--- src/rtl/core/svpd_pkg.sv ---
// ----------------------------------------------------------------------------
// svpd_pkg
// Types and constants shared by the spline volume derivative block.
// ----------------------------------------------------------------------------
package svpd_pkg;
  localparam int MaxLen = 16;
  localparam int MaxKnots = 32;
  localparam int FracBits = 16;
  localparam int DelayDepth = MaxLen * MaxLen;
  localparam int PtrW = $clog2(DelayDepth);
  localparam int KnotW = $clog2(MaxKnots);
  localparam int LenW = 5;
  localparam int DivCycles = 64;

  localparam logic [2:0] RegKind = 3'd0;
  localparam logic [2:0] RegDir = 3'd1;
  localparam logic [2:0] RegULen = 3'd2;
  localparam logic [2:0] RegVLen = 3'd3;
  localparam logic [2:0] RegWLen = 3'd4;
  localparam logic [2:0] RegOrder = 3'd5;
  localparam logic [2:0] RegRational = 3'd6;
  localparam logic [2:0] RegScalar = 3'd7;

  localparam logic CmdKnot = 1'b0;
  localparam logic CmdPoint = 1'b1;

  typedef struct packed {
    logic start;
    logic [31:0] point;
    logic take;
  } cmd_t;

  typedef struct packed {
    logic busy;
    logic done;
  } stat_t;
endpackage

--- src/rtl/core/svpd_ctrl.sv ---
// ----------------------------------------------------------------------------
// svpd_ctrl
// Sequencer: accepts point requests, starts the datapath, waits until the result is taken.
// ----------------------------------------------------------------------------
module svpd_ctrl (
  input  logic clk_i,
  input  logic rst_ni,
  input  logic pt_valid_i,
  input  logic [31:0] pt_i,
  output logic pt_ready_o,
  input  svpd_pkg::stat_t stat_i,
  output svpd_pkg::cmd_t cmd_o
);
  typedef enum logic [2:0] {
    StIdle = 3'b001,
    StRun  = 3'b010,
    StWait = 3'b100
  } state_e;

  state_e state_q, state_d;

  assign pt_ready_o = (state_q == StIdle);
  assign cmd_o.start = pt_valid_i && pt_ready_o;
  assign cmd_o.point = pt_i;
  assign cmd_o.take = (state_q == StRun) && stat_i.done;

  always_comb begin
    state_d = state_q;
    unique case (state_q)
      StIdle: if (cmd_o.start) state_d = StRun;
      StRun: if (stat_i.done) state_d = StWait;
      StWait: if (!stat_i.busy) state_d = StIdle;
      default: state_d = StIdle;
    endcase
  end

  always_ff @(posedge clk_i or negedge rst_ni) begin
    if (!rst_ni) state_q <= StIdle;
    else state_q <= state_d;
  end
endmodule

--- config.mk ---
export PLATFORM = sky130hd
export DESIGN_NAME = svpd_ctrl
export DESIGN_NICKNAME = d
export VERILOG_FILES = /design/src/rtl/core/svpd_pkg.sv /design/src/rtl/core/svpd_ctrl.sv
export SDC_FILE = /design/constraint.sdc
export NUM_CORES = 1
export LEC_CHECK = 0
export ABC_CLOCK_PERIOD_IN_PS = 1700
export BUFFER_PORTS_ARGS = -buffer_cell sky130_fd_sc_hd__buf_2
export CORE_UTILIZATION = 28
export DETAILED_ROUTE_END_ITERATION = 10
export GPL_ROUTABILITY_DRIVEN = 0
export GPL_TIMING_DRIVEN = 1
export HOLD_SLACK_MARGIN = 0.06
export PLACE_DENSITY = 0.83
export SLEW_MARGIN = 20
export SYNTH_ARGS = -nofsm -noshare
export SYNTH_HDL_FRONTEND = slang
export SYNTH_SLANG_ARGS = --single-unit
--- constraint.sdc ---
create_clock -name clk_i -period 1.7 [get_ports clk_i]
set_input_delay 0.34 -clock clk_i [delete_from_list [all_inputs] [get_ports clk_i]]
set_output_delay 0.34 -clock clk_i [all_outputs]
set_load 0.01 [all_outputs]
* After elaboration in Yosys (flattened, before gate mapping) *
Index checks and enable logic that the tools add are counted.

operators by class
  multiplexer cells = 4
  equal/unequal tests = 6
  reductions and logical operators = 3

operators with widths
  kind                                           number
  two-way mux 3 bit                              3
  case mux 3 bit (3 select lines)                1
  != test 2 bit, second input constant           2
  == test 3 x 1 -> 1 bit, second input constant  1
  == test 3 x 2 -> 1 bit, second input constant  1
  == test 3 bit, second input constant           1
  AND reduction 3 bit                            1
  logical AND 1 bit                              2
  != test 2 x 1 -> 1 bit, second input constant  1

storage, ports and cells
  output and inout bits = 35
  register bits = 3
  logic and storage cells = 14
  bits of input ports = 37

* Longest topological paths before layout *
Gate-level depths: netlist (run 1).

  word-level depth = 4
  mapped depth = 2

* Worst setup path before layout (run 1) *
OpenSTA, ideal clock, no wires.

  kind = reg-to-output
  start = reg state_q[0]
  end = out pt_ready_o
  buffers on the path = 0
  setup slack = 0.481 ns
  data arrival time = 0.879 ns
  stages on the path, launching flop included = 2
  path through = dfstp_2 nor3b_1

on the way
  word-level cells in the longest chain between the ends = 1

RTL lines
  element                   line             RTL
  start: declaration        svpd_ctrl.sv:20  state_e state_q, state_d;
  start signal: assignment  svpd_ctrl.sv:38  if (!rst_ni) state_q <= StIdle;
  start signal: assignment  svpd_ctrl.sv:39  else state_q <= state_d;
  == test 3 x 1 -> 1 bit    svpd_ctrl.sv:22  assign pt_ready_o = (state_q == StIdle);
  end: declaration          svpd_ctrl.sv:10  output logic pt_ready_o,

No other way between the ends.

==> flow_summary.toml, run 1 <==
[timing]
max-slew-margin-rel = 0.856
setup-violations-final = 0
holdWs_ns = 0.385
hold_viol_final = 0
worst_slew_pin_slew_ns = 0.215
fmax_mhz = 651
period_needed_ns = 1.54
slew_violations = 0
fin_crit_sh = 0.904
rsz0062_at_grt = "false"
fin_tns_setup_ns = 0
fin_worst_skew_ns = 0.00132

[die]
io_pins = 72
core.rowCount = 13
die_h_um = 40.5
start_util = 0.311
coreArea_sq_mm = 0.00133
die_area_sq_mm = 0.00164
die_w_um = 40.5

[run]
maxCapViolations = 0

[setup_path]
slowest_stage = "dfstp_2"
ff2ff_path_depth = 2
r2r_setup_slack_ns = 0.66
cp_num_buf_inv = 1
r2r-end = "state_q[0]"
end_kind = "primary output"
path_class = "flip-flop to primary output"
critPathMaxFanout = 8
startpoint = "state_q[0]"
worstSetupStartpointType = "flip-flop"
endpoint = "cmd_o[33]"
r2r-start = "state_q[0]"
cp.arrival_ns = 1.20
path_depth = 2
path_cells = "and4bb_2 -> buf_2"
slowest_delay_ns = 0.58
cp_top_family = "flip-flops"
cp.required_ns = 1.36

[grt]
overflow = 0
grt_antenna_before_repair = 0
grt_pass1_wl_um = 759
grt_pass1_vias = 182
grt_max_degree = 9
grt_usage = 0.0864

[drt]
detailroute.via_count = 193
wl_per_cell_um = 11.9
viasPerCell = 4.60
ant_nets = 0
remaining_drc_errors = 0
drtIter0Drc = 3
drt-total-wl_um = 501
drt_first_pass_iters = 2

[clocking]
cts_root_buf = "clkbuf_4"
tritoncts = "yes"
cts_max_path_buffers = 2
clkTransAtPathRegs_ns = 0.04
insertion_delay_ns = 0.23
clock-sinks = 3
cts_inserted_buffers = 3
post_cts.repair.setup_buffers = 0
cts_hold_buffers = 1
htree_levels = 1
cts-resized-gates = 0

[cells_and_area]
largest-register = "state_q"
n_antenna_cell = 0
final_core_util = 0.199
largest_reg_flops = 3
postLayoutCellArea_sq_um = 265
final_net_count = 65
areaGrowthSynthToFinish_pct = -36.1
top_regs = "state_q x3"
drive_above_1_share = 0.556

[yosys]
synth_seq_cells = 3
syn-num-nets = 84
syn_area_sq_um = 415
ys_warn_count = 0
ys_seq_area_frac = 0.184
synthDistinctLibCells = 11
synth_area_per_cell_sq_um = 8.84
synthCells = 47

[outcome]
status = "completed"

[worst_hold_path]
hold_class = "input port to flip-flop"

[place]
placed_area_sq_um = 229
portBuffers = 7

[power_and_ir_drop]
powerDensity_mw_per_mm2 = 1540
internal-power_uw = 275
clkPwrFrac = 0.306
p_leak_uw = 0.000110
ir_drop_mv = 0.334
finalPower_uw = 409
power_frac_comb = 0.333
sw_frac_of_total = 0.327
seq_power_share = 0.361
p_switching_uw = 134
## worst min-delay path by stage
stage / depth (start not counted) / end / slack (ns) / startpoint
floorplan: 0 / state_q[1] / 0.04 / rst_ni
global placement: 1 / state_q[2] / 0.14 / rst_ni
detailed placement: 1 / state_q[2] / 0.14 / rst_ni
CTS: 3 / state_q[2] / 0.38 / stat_i[1]
global route: 3 / state_q[1] / 0.40 / stat_i[0]
finish: 3 / state_q[2] / 0.39 / stat_i[1]
## cells in the mapped netlist
library cell | number | area [sq um]
a21oi_2 | 1 | 8.76
buf_4 | 32 | 240
a21oi_1 | 1 | 5.00
nor2_1 | 1 | 3.75
and4bb_2 | 2 | 25.0
nor3b_1 | 2 | 15.0
dfrtp_1 | 2 | 50.1
nor3_2 | 1 | 10.0
dfstp_2 | 1 | 26.3
or3b_1 | 1 | 8.76
nand3b_1 | 3 | 22.5
## area by class of cell
| class | count | area, sq um |
|---|---|---|
| Clock buffer | 4 | 26.3 |
| Fill cell | 167 | 1070 |
| Multi-Input combinational cell | 12 | 98.8 |
| Sequential cell | 3 | 76.3 |
| Tap cell | 15 | 18.8 |
| Timing Repair Buffer | 8 | 45.0 |
## worst register-to-register path, stage by stage (launching register included)
cell,delay [ns]
dfstp_2,0.58
and4bb_2,0.25
nor3_2,0.15
## per-stage QoR
step	instances	worst slack, ns
after global placement	37	0.424
after floorplan	47	0.481
after global routing	42	0.124
final	42	0.164
after CTS	42	0.152
after detailed placement	37	0.408
## cells in the final DEF, fill, tap and decap left out, drive strengths merged
cell and instances:
buf 7, nor2 1, dfstp 1, and4bb 2, or3b 1, nor3b 2
nor3 1, dfrtp 2, dlygate4sd3 1, clkbuf 4, nand3b 3, a21oi 2
## logic make-up after synthesis
kind of cell	Yosys count	synth area share
DFF	3	0.184
buffers and inverters	32	0.578
and+or+nand+nor	10	0.205
AOI/OAI and AO/OA	2	0.0331
## per-layer routing
layer / track usage / up-vias / part of all wire
li1: - / 82 / -
met1: 0.0724 / 81 / 0.40
met2: 0.0556 / 22 / 0.39
met3: 0.0833 / 8 / 0.16
met4: 0.208 / 0 / 0.050
met5: 0 / - / 0
## power by group through the flow
stage	logic, uW	clock network (uW)	registers [uW]
after floorplan	176	0	135
final	136	125	148
after detailed placement	137	0	148
after global placement	136	0	145
after CTS	140	130	147
after global routing	147	131	155
Power figures use the tool's default switching activity.
==> inputs of run 2 (changes only) <==
- BUFFER_PORTS_ARGS: -buffer_cell sky130_fd_sc_hd__buf_2 -> unset
- CORE_UTILIZATION: 28 -> 30
- DONT_BUFFER_PORTS: unset -> 1
- PLACE_DENSITY: 0.83 -> unset
==> run 2 against run 1 <==
  * Wire length rose by 9.2%
  * Fmax fell by 0.70%
  * Power fell by 6.1%
  * First-iteration DRC count fell by 100%
  * Non-clock buffer count fell by 7
  * Highest routed layer unchanged
  * Clock skew rose by 0.0012 ns
  * Via count fell by 16%
  * Die area fell by 6.3%
  * Largest power group unchanged
  * Global-route usage rose by 0.52 points
  * Clock power barely moved
  * Combinational power fell by 18%
==> flow_summary.toml, run 2 (synthesis results as in run 1) <==
[timing]
slew_violations = 0
hold_viol_final = 0
holdWs_ns = 0.273
fmax_mhz = 646
fin_worst_skew_ns = 0.00255
period_needed_ns = 1.55
setup-violations-final = 0
fin_crit_sh = 0.910
setup_ws_ns = 0.153
rsz0062_at_grt = "false"
fin_tns_setup_ns = 0
worst_slew_pin_slew_ns = 0.435
max-slew-margin-rel = 0.710

[clocking]
tritoncts = "yes"
cts_max_path_buffers = 2
insertion_delay_ns = 0.23
clock-sinks = 3
cts_root_buf = "clkbuf_4"
clkTransAtPathRegs_ns = 0.04
post_cts.repair.setup_buffers = 0
htree_levels = 1
cts_inserted_buffers = 3
cts_hold_buffers = 1
cts-resized-gates = 0

[cells_and_area]
multi_input_area_sq_um = 98.8
drive_above_1_share = 0.400
final_net_count = 58
top_regs = "state_q x3"
n_fill_cell = 153
n_antenna_cell = 0
final_cell_mix = "3 x nand3b_1, 3 x clkbuf_4, 2 x nor3b_1, 2 x and4bb_2, 2 x dfrtp_1"
areaGrowthSynthToFinish_pct = -44.6
final_core_util = 0.177
largest_reg_flops = 3
seq_area_sq_um = 76.3
largest-register = "state_q"

[drt]
ant_nets = 0
detailroute.via_count = 162
viasPerCell = 4.63
drt-total-wl_um = 547
wl_per_cell_um = 15.6
drt_first_pass_iters = 1
drtIter0Drc = 0
remaining_drc_errors = 0

[power_and_ir_drop]
p_leak_uw = 0.0000800
finalPower_uw = 384
powerDensity_mw_per_mm2 = 1670
ir_drop_mv = 0.242

[setup_path]
cp.required_ns = 1.36
cp.arrival_ns = 1.21
cp_num_buf_inv = 0
critPathMaxFanout = 8
end_kind = "primary output"
path_class = "flip-flop to primary output"
cp_top_family = "flip-flops"
worstSetupStartpointType = "flip-flop"
path_cells = "nor3b_1"
slowest_delay_ns = 0.57
slowest_stage = "dfstp_2"

[grt]
grt_max_degree = 9
grt_pass1_wl_um = 814
grt_pass1_vias = 184
grt_usage = 0.0916
overflow = 0
grt_antenna_before_repair = 0

[worst_hold_path]
hold_class = "input port to flip-flop"

[die]
io_pins = 72
core.rowCount = 13
die_w_um = 39.2
start_util = 0.319
die_h_um = 39.2
die_area_sq_mm = 0.00154
coreArea_sq_mm = 0.00130

[outcome]
status = "completed"

[place]
dp_worst_setup_slack_ns = 0.410
portBuffers = 0

[run]
maxCapViolations = 0
## run 2: worst paths after layout
kind / startpoint / endpoint / slack [ns] / depth (start not counted)
max: state_q[0] / pt_ready_o / 0.15 / 1
min: stat_i[1] / state_q[2] / 0.27 / 2
max reg2reg: state_q[0] / state_q[0] / 0.65 / 2
min reg2reg: state_q[2] / state_q[1] / 0.53 / 1
max in group asynchronous: rst_ni / state_q[0] / 1.12 / 1
min in group asynchronous: rst_ni / state_q[2] / 0.36 / 1
## run 2: power by group
group / internal (uW) / total [uW] / switching [uW]
registers: 105 / 146 / 41.4
logic: 60.9 / 112 / 51.3
clock network: 88.0 / 125 / 37.1
total: 254 / 384 / 130
## run 2: final cells by class
type,instances,share of cell area
repair buffers,1,0.0435
clock buffers,4,0.114
multi-input cells,12,0.429
flip-flops and latches,3,0.332
well taps,15,0.0815
## run 2: per-layer routing
layer  vias to the layer above  global-route usage  wire, um
met5                         -                   0         0
met4                         0               0.172        13
met3                         6               0.127       116
met2                        14              0.0917       258
met1                        75              0.0445       159
li1                         67                   -         -
## run 2: per-stage QoR
step                      cell area, sq um  cells
after floorplan                        415     47
after CTS                              230     35
final                                  230     35
after global placement                 194     30
after detailed placement               194     30
after global routing                   230     35
## run 2: worst reg2reg max path: cells and delay by family (launching register included)
family        cells  cell delay (ns)
flops             1             0.57
simple gates      2             0.41
==> inputs of run 3 (changes only) <==
- CELL_PAD_IN_SITES_DETAIL_PLACEMENT: unset -> 1
- CELL_PAD_IN_SITES_GLOBAL_PLACEMENT: unset -> 2
- CORE_UTILIZATION: 30 -> 25
- PLACE_DENSITY_LB_ADDON: unset -> 0.1
==> run 3 against run 2 <==
  * Utilization shrank 2.5 points
  * Sequential power grew 4%
  * Sequential share of layout area shrank 0.18 points
  * Final area is 0.54% higher
  * Die area increased by 19%
  * Flip-flop and latch count stayed put
  * Clock power grew 5%
  * Wire length grew 50%
  * First-iteration DRC count grew 2
  * Register-to-register slack about the same
  * Via count increased by 19%
  * Critical path type unchanged
  * Critical endpoint unchanged
  * Largest power group unchanged
==> flow_summary.toml, run 3 (synthesis results as in run 1) <==
[setup_path]
ff2ff_path_depth = 2
cp.required_ns = 1.36
cp.arrival_ns = 1.19
worstSetupStartpointType = "flip-flop"
slowest_stage = "dfstp_2"
critPathMaxFanout = 8
cp_num_buf_inv = 0
path_cells = "nor3b_1"
end_kind = "primary output"
path_depth = 1
path_class = "flip-flop to primary output"
slowest_delay_ns = 0.58
cp_top_family = "flip-flops"

[clocking]
cts_root_buf = "clkbuf_4"
htree_levels = 1
cts_hold_buffers = 1
insertion_delay_ns = 0.24
cts_inserted_buffers = 3
tritoncts = "yes"
cts-resized-gates = 0
clock-sinks = 3
post_cts.repair.setup_buffers = 0
clkTransAtPathRegs_ns = 0.04
cts_max_path_buffers = 2

[die]
coreArea_sq_mm = 0.00152
io_pins = 72
core.rowCount = 14
die_w_um = 42.8
start_util = 0.273
die_area_sq_mm = 0.00183
die_h_um = 42.8

[timing]
fin_crit_sh = 0.902
worst_slew_pin_slew_ns = 0.384
fin_tns_setup_ns = 0
hold_viol_final = 0
fmax_mhz = 652
setup-violations-final = 0
max-slew-margin-rel = 0.744
fin_worst_skew_ns = 0.00663
period_needed_ns = 1.53
slew_violations = 0
holdWs_ns = 0.277
rsz0062_at_grt = "false"

[worst_hold_path]
min_path_cells = 2
hold_class = "input port to flip-flop"

[cells_and_area]
final-instance-count-excl-fill = 36
drive_above_1_share = 0.400
final_net_count = 58
n_antenna_cell = 0
final_cell_mix = "3 x nand3b_1, 3 x clkbuf_4, 2 x nor3b_1, 2 x and4bb_2, 2 x dfrtp_1"
areaGrowthSynthToFinish_pct = -44.3
largest_reg_flops = 3
top_regs = "state_q x3"
largest-register = "state_q"
postLayoutCellArea_sq_um = 231
n_fill_cell = 177

[outcome]
status = "completed"

[place]
placed_area_sq_um = 195
dp.cells = 31
portBuffers = 0

[power_and_ir_drop]
powerDensity_mw_per_mm2 = 1700
p_leak_uw = 0.0000800
finalPower_uw = 393
ir_drop_mv = 0.293

[grt]
grt_pass1_vias = 191
grt_pass1_wl_um = 1070
grt_antenna_before_repair = 0
grt_max_degree = 9
overflow = 0
grt_usage = 0.0890

[drt]
viasPerCell = 5.33
ant_nets = 0
wl_per_cell_um = 22.9
drt_first_pass_iters = 2
remaining_drc_errors = 0
drt-total-wl_um = 823
detailroute.via_count = 192
drtIter0Drc = 2

[run]
maxCapViolations = 0
run 3: cell counts in the layout (fill, tap and decap cells not counted):
No cell type changed its count.
run 3: area by class of cell:
cell class / instances / area [sq um] / share of cell area
Tap cell: 16 / 20.0 / 0.0865
Timing Repair Buffer: 1 / 10.0 / 0.0432
Multi-Input combinational cell: 12 / 98.8 / 0.427
Clock buffer: 4 / 26.3 / 0.114
Sequential cell: 3 / 76.3 / 0.330
run 3: path summary, 6_finish.rpt:
| path | from | to | slack [ns] |
|---|---|---|---|
| min in group asynchronous | rst_ni | state_q[1] | 0.35 |
| hold reg to reg | state_q[2] | state_q[1] | 0.55 |
| setup reg to reg | state_q[0] | state_q[0] | 0.65 |
| setup / recovery | state_q[0] | pt_ready_o | 0.17 |
| hold / removal | pt_valid_i | state_q[1] | 0.28 |
| max in group asynchronous | rst_ni | state_q[0] | 1.12 |
run 3: worst reg2reg max path, stage by stage, from the launching register on:
cell      delay [ns]
dfstp_2         0.58
and4bb_2        0.25
nor3_2          0.14
run 3: metal layers:
layer	GRT usage	wire, um	part of all wire	up-vias
li1	-	-	-	67
met1	0.0486	208	0.25	84
met2	0.0970	378	0.46	37
met3	0.132	220	0.27	4
met4	0.125	16	0.019	0
met5	0	0	0	-
run 3: report_power, final:
part	switching, uW	total, uW	internal, uW
registers	47.3	152	105
clock network	43.0	131	88.4
logic	48.5	109	60.9
total	139	393	254
run 3: stage by stage:
stage | worst slack [ns] | utilization
final | 0.166 | 0.152
after global routing | 0.0942 | 0.152
after CTS | 0.152 | 0.152
after detailed placement | 0.405 | 0.128
after global placement | 0.405 | 0.128
after floorplan | 0.481 | -
